## src/rtl/spiking_neuron_array_tick_assert.svh

```systemverilog
// assertion macros for the rtl files, included by snat_ctrl
`ifndef SPIKING_NEURON_ARRAY_TICK_ASSERT_SVH
`define SPIKING_NEURON_ARRAY_TICK_ASSERT_SVH

// same-cycle implication
`define SNAT_ASSERT_IMPL(label, ante, cons) \
    label: assert property (@(posedge clk) disable iff (!rst_n) (ante) |-> (cons)) \
        else $error("snat assertion failed");

// next-cycle implication
`define SNAT_ASSERT_NEXT(label, ante, cons) \
    label: assert property (@(posedge clk) disable iff (!rst_n) (ante) |=> (cons)) \
        else $error("snat assertion failed");

`endif

```

## src/rtl/snat_pkg.sv

```systemverilog
`default_nettype none

package snat_pkg;

    localparam int NEURON_COUNT = 8;
    localparam int IDX_W        = 3;
    localparam int CODE_W       = 3;

    localparam logic [IDX_W-1:0] LAST_IDX = 3'd7;

    localparam logic [1:0] REG_BASE_THRESHOLD     = 2'd0;
    localparam logic [1:0] REG_NEURON_SIGN        = 2'd1;
    localparam logic [1:0] REG_SENSOR_CONNECTIONS = 2'd2;
    localparam logic [1:0] REG_NEURON_CONNECTIONS = 2'd3;

    localparam logic [CODE_W-1:0] CODE_MAX      = 3'd5;
    localparam logic [9:0]        JITTER_MARGIN = 10'd3;
    localparam logic [7:0]        BYTE_MAX      = 8'hFF;
    localparam logic [7:0]        LEAK_STEP     = 8'd1;

    typedef enum logic [1:0] {
        ST_IDLE,
        ST_RUN,
        ST_HOLD
    } state_t;

    typedef struct packed {
        logic             load;
        logic             step;
        logic             finish;
        logic [IDX_W-1:0] idx;
    } ctrl_t;

    function automatic logic [3:0] ones8(input logic [7:0] v);
        logic [3:0] n;
        n = 4'd0;
        for (int b = 0; b < 8; b++)
        begin
            n = n + {3'd0, v[b]};
        end
        return n;
    endfunction

endpackage

`default_nettype wire

```

## src/rtl/snat_unit.sv

```systemverilog
`default_nettype none

module snat_unit
    import snat_pkg::*;
(
    input  wire logic [7:0]        membrane,
    input  wire logic              skip,
    input  wire logic [7:0]        sensors,
    input  wire logic [7:0]        icon,
    input  wire logic [7:0]        ncon,
    input  wire logic [7:0]        previous_spikes,
    input  wire logic [7:0]        neuron_sign,
    input  wire logic [7:0]        base_threshold,
    input  wire logic [CODE_W-1:0] code,
    output logic      [7:0]        membrane_out,
    output logic                   fire
);

    logic [7:0]        act;
    logic [4:0]        add;
    logic [3:0]        sub;
    logic [8:0]        sum;
    logic [7:0]        sat;
    logic [7:0]        integ;
    logic [CODE_W-1:0] code_c;
    logic [9:0]        tsum;
    logic [9:0]        tdiff;
    logic [7:0]        thr;

    always_comb
    begin
        act   = previous_spikes & ncon;
        add   = {1'b0, ones8(sensors & icon)} + {1'b0, ones8(act & neuron_sign)};
        sub   = ones8(act & ~neuron_sign);
        sum   = {1'b0, membrane} + {4'd0, add};
        sat   = sum[8] ? BYTE_MAX : sum[7:0];
        if (skip)
        begin
            integ = membrane;
        end
        else if ({4'd0, sub} > sat)
        begin
            integ = 8'd0;
        end
        else
        begin
            integ = sat - {4'd0, sub};
        end

        // jittered threshold, clamped to a byte
        code_c = (code > CODE_MAX) ? CODE_MAX : code;
        tsum   = {2'd0, base_threshold} + {7'd0, code_c};
        tdiff  = tsum - JITTER_MARGIN;
        if (tsum < JITTER_MARGIN)
        begin
            thr = 8'd0;
        end
        else if (tdiff[8])
        begin
            thr = BYTE_MAX;
        end
        else
        begin
            thr = tdiff[7:0];
        end

        fire = (integ >= thr);
        if (fire)
        begin
            membrane_out = 8'd0;
        end
        else if (integ >= LEAK_STEP)
        begin
            membrane_out = integ - LEAK_STEP;
        end
        else
        begin
            membrane_out = integ;
        end
    end

endmodule

`default_nettype wire

```

## src/rtl/snat_ctrl.sv

```systemverilog
`default_nettype none

`include "spiking_neuron_array_tick_assert.svh"

module snat_ctrl
    import snat_pkg::*;
(
    input  wire logic clk,
    input  wire logic rst_n,
    input  wire logic in_valid,
    input  wire logic out_free,
    output logic      in_stall,
    output ctrl_t     ctrl
);

    state_t           state_reg;
    state_t           state_next;
    logic [IDX_W-1:0] idx_reg;
    logic [IDX_W-1:0] idx_next;

    always_ff @(posedge clk or negedge rst_n)
    begin
        if (!rst_n)
        begin
            state_reg <= ST_IDLE;
            idx_reg   <= '0;
        end
        else
        begin
            state_reg <= state_next;
            idx_reg   <= idx_next;
        end
    end

    // next state
    always_comb
    begin
        state_next = state_reg;
        idx_next   = idx_reg;
        unique case (state_reg)
            ST_IDLE:
            begin
                if (in_valid)
                begin
                    state_next = ST_RUN;
                    idx_next   = '0;
                end
            end
            ST_RUN:
            begin
                if (idx_reg == LAST_IDX)
                begin
                    state_next = out_free ? ST_IDLE : ST_HOLD;
                end
                else
                begin
                    idx_next = idx_reg + 1'b1;
                end
            end
            ST_HOLD:
            begin
                if (out_free)
                begin
                    state_next = ST_IDLE;
                end
            end
            default:
            begin
                state_next = ST_IDLE;
            end
        endcase
    end

    // outputs
    always_comb
    begin
        in_stall    = 1'b1;
        ctrl.load   = 1'b0;
        ctrl.step   = 1'b0;
        ctrl.finish = 1'b0;
        ctrl.idx    = idx_reg;
        unique case (state_reg)
            ST_IDLE:
            begin
                in_stall  = 1'b0;
                ctrl.load = in_valid;
            end
            ST_RUN:
            begin
                ctrl.step   = 1'b1;
                ctrl.finish = (idx_reg == LAST_IDX) && out_free;
            end
            ST_HOLD:
            begin
                ctrl.finish = out_free;
            end
            default:
            begin
                in_stall = 1'b1;
            end
        endcase
    end

    `SNAT_ASSERT_NEXT(a_load_starts, ctrl.load, state_reg == ST_RUN && idx_reg == '0)
    `SNAT_ASSERT_NEXT(a_step_advances, ctrl.step && idx_reg != LAST_IDX,
        state_reg == ST_RUN && idx_reg == $past(idx_reg) + 1'b1)
    `SNAT_ASSERT_NEXT(a_finish_idles, ctrl.finish, state_reg == ST_IDLE)
    `SNAT_ASSERT_IMPL(a_hold_waits, state_reg == ST_HOLD, !ctrl.step && in_stall)

endmodule

`default_nettype wire

```

## src/rtl/spiking_neuron_array_tick.sv

```systemverilog
`default_nettype none

// One tick of an eight-neuron leaky integrate-and-fire array. A word is taken on the input
// channel only while the block is idle; one shared neuron unit then updates one membrane per
// cycle, neurons 0 to 7, and a new word is taken only once the tick has finished and the block
// is idle again. The spike byte is held in an output register, so the next word is
// taken while it waits; once the last neuron is updated, the finished tick waits in place
// until that register is free. Registers are written through the configuration channel,
// which is always ready.

module spiking_neuron_array_tick
    import snat_pkg::*;
(
    input  wire logic        clk,
    input  wire logic        rst_n,
    input  wire logic        in_valid,
    output logic             in_stall,
    input  wire logic [7:0]  sensor_spikes,
    input  wire logic [23:0] threshold_jitter,
    output logic             out_valid,
    input  wire logic        out_stall,
    output logic      [7:0]  spikes,
    input  wire logic        cfg_valid,
    output logic             cfg_ready,
    input  wire logic [1:0]  cfg_index,
    input  wire logic [63:0] cfg_data
);

    ctrl_t       ctrl;
    logic        out_free;

    logic [7:0]  base_threshold_reg;
    logic [7:0]  neuron_sign_reg;
    logic [63:0] sensor_conn_reg;
    logic [63:0] neuron_conn_reg;

    logic [7:0]  sensors_reg;
    logic [23:0] jitter_reg;
    logic [7:0]  prev_spikes_reg;
    logic [7:0]  acc_reg;
    logic [7:0]  acc_next;
    logic [7:0]  membrane_reg [NEURON_COUNT];

    logic        out_valid_reg;
    logic [7:0]  spikes_reg;

    logic [7:0]  membrane_out;
    logic        fire;

    assign cfg_ready = 1'b1;
    assign out_free  = !out_valid_reg || !out_stall;
    assign out_valid = out_valid_reg;
    assign spikes    = spikes_reg;

    snat_ctrl u_ctrl (
        .clk      (clk),
        .rst_n    (rst_n),
        .in_valid (in_valid),
        .out_free (out_free),
        .in_stall (in_stall),
        .ctrl     (ctrl)
    );

    snat_unit u_unit (
        .membrane        (membrane_reg[ctrl.idx]),
        .skip            (prev_spikes_reg[ctrl.idx]),
        .sensors         (sensors_reg),
        .icon            (sensor_conn_reg[8*ctrl.idx +: 8]),
        .ncon            (neuron_conn_reg[8*ctrl.idx +: 8]),
        .previous_spikes (prev_spikes_reg),
        .neuron_sign     (neuron_sign_reg),
        .base_threshold  (base_threshold_reg),
        .code            (jitter_reg[CODE_W*ctrl.idx +: CODE_W]),
        .membrane_out    (membrane_out),
        .fire            (fire)
    );

    always_comb
    begin
        acc_next = acc_reg;
        if (ctrl.step)
        begin
            acc_next[ctrl.idx] = fire;
        end
    end

    always_ff @(posedge clk or negedge rst_n)
    begin
        if (!rst_n)
        begin
            base_threshold_reg <= '0;
            neuron_sign_reg    <= '0;
            sensor_conn_reg    <= '0;
            neuron_conn_reg    <= '0;
        end
        else if (cfg_valid && cfg_ready)
        begin
            unique case (cfg_index)
                REG_BASE_THRESHOLD:     base_threshold_reg <= cfg_data[7:0];
                REG_NEURON_SIGN:        neuron_sign_reg    <= cfg_data[7:0];
                REG_SENSOR_CONNECTIONS: sensor_conn_reg    <= cfg_data;
                REG_NEURON_CONNECTIONS: neuron_conn_reg    <= cfg_data;
                default:                base_threshold_reg <= base_threshold_reg;
            endcase
        end
    end

    always_ff @(posedge clk or negedge rst_n)
    begin
        if (!rst_n)
        begin
            prev_spikes_reg <= '0;
            acc_reg         <= '0;
            out_valid_reg   <= 1'b0;
            for (int j = 0; j < NEURON_COUNT; j++)
            begin
                membrane_reg[j] <= '0;
            end
        end
        else
        begin
            if (ctrl.step)
            begin
                membrane_reg[ctrl.idx] <= membrane_out;
            end
            acc_reg <= acc_next;
            if (ctrl.finish)
            begin
                prev_spikes_reg <= acc_next;
                out_valid_reg   <= 1'b1;
            end
            else if (!out_stall)
            begin
                out_valid_reg <= 1'b0;
            end
        end
    end

    always_ff @(posedge clk)
    begin
        if (ctrl.load)
        begin
            sensors_reg <= sensor_spikes;
            jitter_reg  <= threshold_jitter;
        end
        if (ctrl.finish)
        begin
            spikes_reg <= acc_next;
        end
    end

endmodule

`default_nettype wire
```

## config.mk

```make
export PLATFORM = sky130hd
export DESIGN_NAME = spiking_neuron_array_tick
export DESIGN_NICKNAME = d
export VERILOG_FILES = /design/src/rtl/snat_pkg.sv /design/src/rtl/snat_unit.sv /design/src/rtl/snat_ctrl.sv /design/src/rtl/spiking_neuron_array_tick.sv
export VERILOG_INCLUDE_DIRS = /design/src /design/src/rtl
export SDC_FILE = /design/constraint.sdc
export NUM_CORES = 1
export LEC_CHECK = 0
export BUFFER_PORTS_ARGS = -buffer_cell sky130_fd_sc_hd__clkbuf_2
export CORE_ASPECT_RATIO = 1.75
export CORE_MARGIN = 1
export CORE_UTILIZATION = 50
export CTS_CLUSTER_SIZE = 12
export DETAILED_ROUTE_END_ITERATION = 10
export GPL_TIMING_DRIVEN = 0
export PLACE_DENSITY_LB_ADDON = 0.05
export SLEW_MARGIN = 20
export SYNTH_ARGS = -nofsm -noshare
export SYNTH_HDL_FRONTEND = slang
export SYNTH_HIERARCHICAL = 1
export SYNTH_SLANG_ARGS = --single-unit
```

## constraint.sdc

```tcl
create_clock -name clk -period 9.9 [get_ports clk]
set_input_delay 2.97 -clock clk [delete_from_list [all_inputs] [get_ports clk]]
set_output_delay 2.97 -clock clk [all_outputs]
set_load 0.05 [all_outputs]
```

# Yosys cells after proc, flatten, opt, wreduce, memory -nomap -nowiden
# Index checks and enable logic that the tools add are counted.
word_totals:
  inputBits: 103
  output_inout_bits: 11
  word_cells: 127
  latchBits: 0
  memories: 0
  mem_bits_ro: 0
  reg_bits: 270
  ram_bits: 0
classes:
  add_sub_neg: 28
  div: 0
  n_eq_ne: 11
  bitwise: 6
  reduce_logical: 15
  mux: 34
  n_mul: 1
  n_lt_le_gt_ge: 9
  n_shift: 3
op_table:
  columns: ["operator", "n"]
  rows:
  - ["$shiftx 64x7->8", 2]
  - ["$mux 8", 11]
  - ["$add 4x1->4", 18]
  - ["$bwmux 64", 1]
  - ["$and 8x8->8", 4]
  - ["$bmux 8 s3", 1]
  - ["$demux 8 s3", 1]
  - ["$shiftx 24x6->3", 1]
  - ["$lt 10x2->1 const B", 1]
  - ["$add 8x3->9", 1]
  - ["$add 8x5->9", 1]
  - ["$mux 3", 3]
  - ["$sub 9x2->9 const B", 1]
  - ["$bwmux 8", 1]
  - ["$ge 8x1->1 const B", 1]
  - ["$ge 8x8->1", 1]
  - ["$gt 4x8->1", 1]
  - ["$mux 2", 4]
  - ["$not 8->8", 1]
  - ["$reduce_and 2->1", 4]
  - ["$sub 8x1->8 const B", 1]
  - ["$sub 8x4->8", 1]
  - ["$mux 1", 7]
  - ["$add 1x1->2", 3]
  - ["25 further kinds", 36]

# Longest topological paths before layout
logic_depth:
  word_depth: 20
  mapped_depth: 38
  depth_no_buf: 35

# By module
# Netlist, hierarchy kept.
modules_own_cells:
  columns: ["module", "area_per_inst_um2", "instances", "cells_each", "seq_area_each_um2"]
  rows:
  - ["spiking_neuron_array_tick", 11521.0, 1, 679, 6831.6]
  - ["snat_unit", 2481.1, 1, 334, 0.0]
  - ["snat_ctrl", 384.1, 1, 38, 125.1]

# Worst setup path before layout
# No wires, ideal clock.
synth_timing:
  path_kind: "register to register"
  startpoint: "reg u_ctrl.idx_reg[0]"
  endpoint: "reg membrane_reg[27] (netlist name)"
  path_slack_ns: 0.990
  arrival_ns: 8.843
  required_time_ns: 9.833
  path_stages_with_launch: 34
  setup_ns: 0.067
  n_path_buf: 4
  synth_period_minus_slack_ns: 8.910
  cell_sequence: "dfrtp_1 buf_6 buf_12 buf_12 mux4_1 mux2_2 and3_1 fa_1 inv_1 fa_1 fa_1 inv_1 fa_1 fa_1 fa_1 a21o_1 a31oi_1 or2_2 clkbuf_1 nand2b_1 ha_1 nor2b_1 o211ai_1 o2111ai_1 nor4_1 mux2_2 o21ai_0 ha_1 nand3_1 o22ai_1 nor2_1 o31ai_4 a311oi_1 mux2_2"
synth_between:
  elab_cells_between_ends: 60
  classes_between: "add/sub (27); mul (1); order compare (7); shift (3); mux (16); bitwise (5); reduce/logical (1)"
synth_lines:
  columns: ["element", "line", "text"]
  rows:
  - ["from (decl)", "snat_ctrl.sv:18", "logic [IDX_W-1:0] idx_reg;"]
  - ["from (signal assigned)", "snat_ctrl.sv:31", "idx_reg <= idx_next;"]
  - ["$shiftx 64x7->8", "spiking_neuron_array_tick.sv:69", ".ncon (neuron_conn_reg[8*ctrl.idx +: 8]),"]
  - ["$and 8x8->8", "snat_unit.sv:32", "act = previous_spikes & ncon;"]
  - ["$and 8x8->8", "snat_unit.sv:33", "add = {1'b0, ones8(sensors & icon)} + {1'b0, ones8(act & neuron_sign)};"]
  - ["$add 1x1->2", "snat_pkg.sv:39", "n = n + {3'd0, v[b]};"]
  - ["$add 4x1->4 (6 in a row)", "snat_pkg.sv:39", null]
  - ["$add 4x4->5", "snat_unit.sv:33", null]
  - ["$add 8x5->9", "snat_unit.sv:35", "sum = {1'b0, membrane} + {4'd0, add};"]
  - ["$mux 8", "snat_unit.sv:36", "sat = sum[8] ? BYTE_MAX : sum[7:0];"]
  - ["$sub 8x4->8 / $gt 4x8->1 (equally long branches)", "snat_unit.sv:47, snat_unit.sv:41", null]
  - ["$mux 8", "snat_unit.sv:41", "else if ({4'd0, sub} > sat)"]
  - ["$mux 8", "snat_unit.sv:37", "if (skip)"]
  - ["$ge 8x8->1 (*)", "snat_unit.sv:67", "fire = (integ >= thr);"]
  - ["via fire", "spiking_neuron_array_tick.sv:48", "logic fire;"]
  - ["$mux 8 (*)", "snat_unit.sv:68", "if (fire)"]
  - ["via membrane_out[3]", "spiking_neuron_array_tick.sv:47", "logic [7:0] membrane_out;"]
  - ["$bwmux 64 (*)", "spiking_neuron_array_tick.sv:124", "membrane_reg[ctrl.idx] <= membrane_out;"]
  - ["to (signal, indexed assignment)", "spiking_neuron_array_tick.sv:124", null]
  - ["to (decl)", "spiking_neuron_array_tick.sv:42", "logic [7:0] membrane_reg [NEURON_COUNT];"]
# Mark *: on every way through the listed nets, which the timed path passes. The rest lies on a longest branch. The select of a mux whose other input is x is not followed.
# A chain may end at the register's enable or synchronous reset.

# Final worst setup path
layout_timing:
  startpoint: "reg u_ctrl.idx_reg[0]"
  endpoint: "reg prev_spikes_reg[1]"
layout_between:
  elab_chain_len: 19
  elab_cells_between_ends: 60
  classes_between: "add/sub (26); mul (1); order compare (6); eq/ne (1); shift (3); mux (16); bitwise (5); reduce/logical (2)"
layout_rtl:
  columns: ["element", "line", "text"]
  rows:
  - ["$shiftx 64x7->8", "spiking_neuron_array_tick.sv:69", null]
  - ["$and 8x8->8", "snat_unit.sv:32", null]
  - ["$and 8x8->8", "snat_unit.sv:33", null]
  - ["$add 1x1->2", "snat_pkg.sv:39", null]
  - ["$add 4x1->4 (6 in a row)", "snat_pkg.sv:39", null]
  - ["$add 4x4->5", "snat_unit.sv:33", null]
  - ["$add 8x5->9", "snat_unit.sv:35", null]
  - ["$mux 8", "snat_unit.sv:36", null]
  - ["$sub 8x4->8 / $gt 4x8->1 (equally long branches)", "snat_unit.sv:47, snat_unit.sv:41", null]
  - ["$mux 8", "snat_unit.sv:41", null]
  - ["$mux 8", "snat_unit.sv:37", null]
  - ["$ge 8x8->1 (*)", "snat_unit.sv:67", null]
  - ["via fire", "spiking_neuron_array_tick.sv:48", null]
  - ["$bwmux 8 (*)", "spiking_neuron_array_tick.sv:83", "acc_next[ctrl.idx] = fire;"]
  - ["$mux 8 (*)", "spiking_neuron_array_tick.sv:81", "if (ctrl.step)"]
  - ["via acc_next[1]", "spiking_neuron_array_tick.sv:41", "logic [7:0] acc_next;"]
  - ["to (signal assigned)", "spiking_neuron_array_tick.sv:129", "prev_spikes_reg <= acc_next;"]
  - ["to (decl)", "spiking_neuron_array_tick.sv:39", "logic [7:0] prev_spikes_reg;"]
# Marked as above.

==> flow_summary.toml <==
[run_status]
status = "completed"

[floorplan]
die_w_microns = 130
io_pins = 114
core-area_sq_mm = 0.0281
die_h_microns = 226
die-area_sq_mm = 0.0295
fp-row-count = 81
start_util = 0.512

[synthesis]
ys_ff_latch = 270
synth_cells = 1051
synth_edf_count = 40
synthAdderAreaFrac = 0.0568
synth-compound-area-share = 0.0692
synth.avg_cell_area_sq_um = 13.7
yosys-mux-area-fraction = 0.273
seq_area_frac_synth = 0.484
synth-xor-area-share = 0.0122
syn_nets = 1206
async_flop_share = 0.852
synth_simple_gate_area_frac = 0.0712
syn-cell-area_sq_mm = 0.0144
synth_top_family_by_area = "multiplexers"
synth_warnings = 6
ys.flop_type = "dfrtp_1"
ys_types = 88

[placed_design]
gp_congestion = 0.864
io_buffers = 112
placed_area_sq_mm = 0.0156
dp_cells = 1542
dp_hpwl_microns = 28700

[sta]
relSlewSlack = 0.355
setup_violations = 0
clock_skew_ns = 0.0477
max_freq_mhz = 105
finalMaxSlewViolations = 0
tightest_slew_ns = 0.965
fin_tns_setup_ns = 0
hold_violations = 0
fin_crit_sh = 0.965
period_minus_slack_ns = 9.55

[worst_setup_path]
worstPathArrival_ns = 10.03
setup.worst_path.start_class = "flop"
critPathKind = "reg -> reg"
crit_top_cell = "fa_1"
critPathBufInv = 7
reg2reg_slack_ns = 0.35
cp.required_ns = 10.38
cp_slowest_cell = "mux4_1"
worstPathMaxFanout = 10
cp_top_family = "adder cells"
critical_path.max_stage_delay_ns = 0.60
end_kind = "flop"

[cts]
clockBufferDepth = 3
insertion_delay_ns = 0.59
clkTransAtPathRegs_ns = 0.06
cts-root-buf = "clkbuf_16"
clkSinkCount = 270
cts_hold_buf = 0
cts_tree = "done"
cts_made_buffers = 28
htree_levels = 1

[flow_run]
max_cap_violations = 0

[drt]
drt_wl_total_microns = 38100
num_vias = 9227
drt_iter0_markers = 442
final_antenna_net_count = 0
firstDrtPassIters = 5
drc_errors = 0
wl_per_cell_microns = 23.9
vias_per_cell = 5.78

[global_route]
grt_pass1_vias = 9833
grtUsageTotal = 0.273
grt_pass1_wl_microns = 58100
grt_max_degree = 78
antenna_found_initial = 1
grt_overflow = 0

[finish]
fill_cells = 2331
final_cell_area_sq_mm = 0.0167
drive_above_1_share = 0.432
final_cells = 1595
final_nets = 1359
syn2layout_area_growth_pct = 16.0
utilization = 0.594

[hold_path]
hp-class = "reg -> reg"
## cells in the mapped netlist (18+ instances only)
cell type,number,area share
buf_2,23,0.0080
a21oi_1,24,0.0083
nand2_1,40,0.010
fa_1,18,0.025
ha_1,34,0.030
mux4_2,28,0.044
nand3_1,19,0.0066
mux2_2,245,0.19
inv_1,42,0.011
dfrtp_1,230,0.40
edfxtp_1,40,0.083
nor2_1,27,0.0070
## cell families (layout without fill, tap and decap cells)
kind of cell	after synthesis	after routing
xor gates and xnor gates	20	20
adders and majority gates	55	55
DFF	270	270
AOI/OAI and AO/OA	131	131
muxes	303	303
other	1	2
and+or+nand+nor	174	174
buffers and inverters	97	267
## worst paths after layout
| check | startpoint | to | cells after the start |
|---|---|---|---|
| hold / removal | neuron_conn_reg[29]$_DFFE_PN0P_ | neuron_conn_reg[29]$_DFFE_PN0P_ | 1 |
| max in group asynchronous | rst_n | neuron_conn_reg[41]$_DFFE_PN0P_ | 4 |
| setup / recovery | u_ctrl/idx_reg[0]$_DFFE_PN0P_ | prev_spikes_reg[1]$_DFFE_PN0P_ | 34 |
| setup reg to reg | u_ctrl/idx_reg[0]$_DFFE_PN0P_ | prev_spikes_reg[1]$_DFFE_PN0P_ | 34 |
| hold reg to reg | neuron_conn_reg[29]$_DFFE_PN0P_ | neuron_conn_reg[29]$_DFFE_PN0P_ | 1 |
| min in group asynchronous | rst_n | u_ctrl/state_reg[0]$_DFFE_PN0P_ | 1 |
## per-stage QoR
stage                     setup slack (ns)  hold WS [ns]
after floorplan                      0.990         0.470
after global placement               -1.38         0.479
after detailed placement            -0.972         0.485
after CTS                           0.0121         0.499
after global routing               -0.0277         0.505
final                                0.350         0.496
## cells in the final DEF (no fill, tap or decap), drive strengths merged, types with 10 or more instances in the layout
cell type  Yosys  routed
a31oi         10      10
nand3         19      19
dfrtp        230     230
mux4          42      42
o211ai        15      15
nand2         40      40
mux2i         15      15
a21o          13      13
xnor2         14      14
edfxtp        40      40
ha            34      34
fa            18      18
nor2          27      27
nor3b         12      12
o21ai         17      17
a21oi         24      24
nand2b        11      11
inv           43      44
clkbuf        16     169
buf           38      50
mux2         246     246
## routing by layer
metal	share of wire	GRT usage	routed length, microns
met4	0.051	0.128	1940
met1	0.36	0.297	13800
met3	0.034	0.0309	1290
met2	0.55	0.517	21000
met5	0	0	0
## worst reg2reg max path, delay by kind of cell, from the launching register on
kind	cells	cell delay (ns)
multiplexers	5	1.93
AND/OR/NAND/NOR	7	1.28
buffers and inverters	7	0.93
adder cells (fa/ha/maj)	8	3.50
flip-flops	1	0.41
AO/OA/AOI/OAI	7	1.39
## cell type report
class	count	area (sq um)	share of cell area
diodes	1	2.50	0.000150
plain buffers	51	330	0.0198
clock buffers	42	783	0.0469
clock inverters	5	58.8	0.00352
inverters	43	161	0.00967
multi-input cells	684	7130	0.428
flip-flops and latches	270	6960	0.417
well taps	373	467	0.0280
repair buffers	126	792	0.0475
## what timing repair did
item | CTS | global route
setup buffers | 4 | 4
endpoints found under the setup margin | 88 | 88
pin swaps | 3 | 3
endpoints found under the hold margin | 0 | 0
resized for setup | 20 | 16
Power is not shown: default switching activity piles up to over one toggle a cycle in this logic, so the estimate is an artifact.
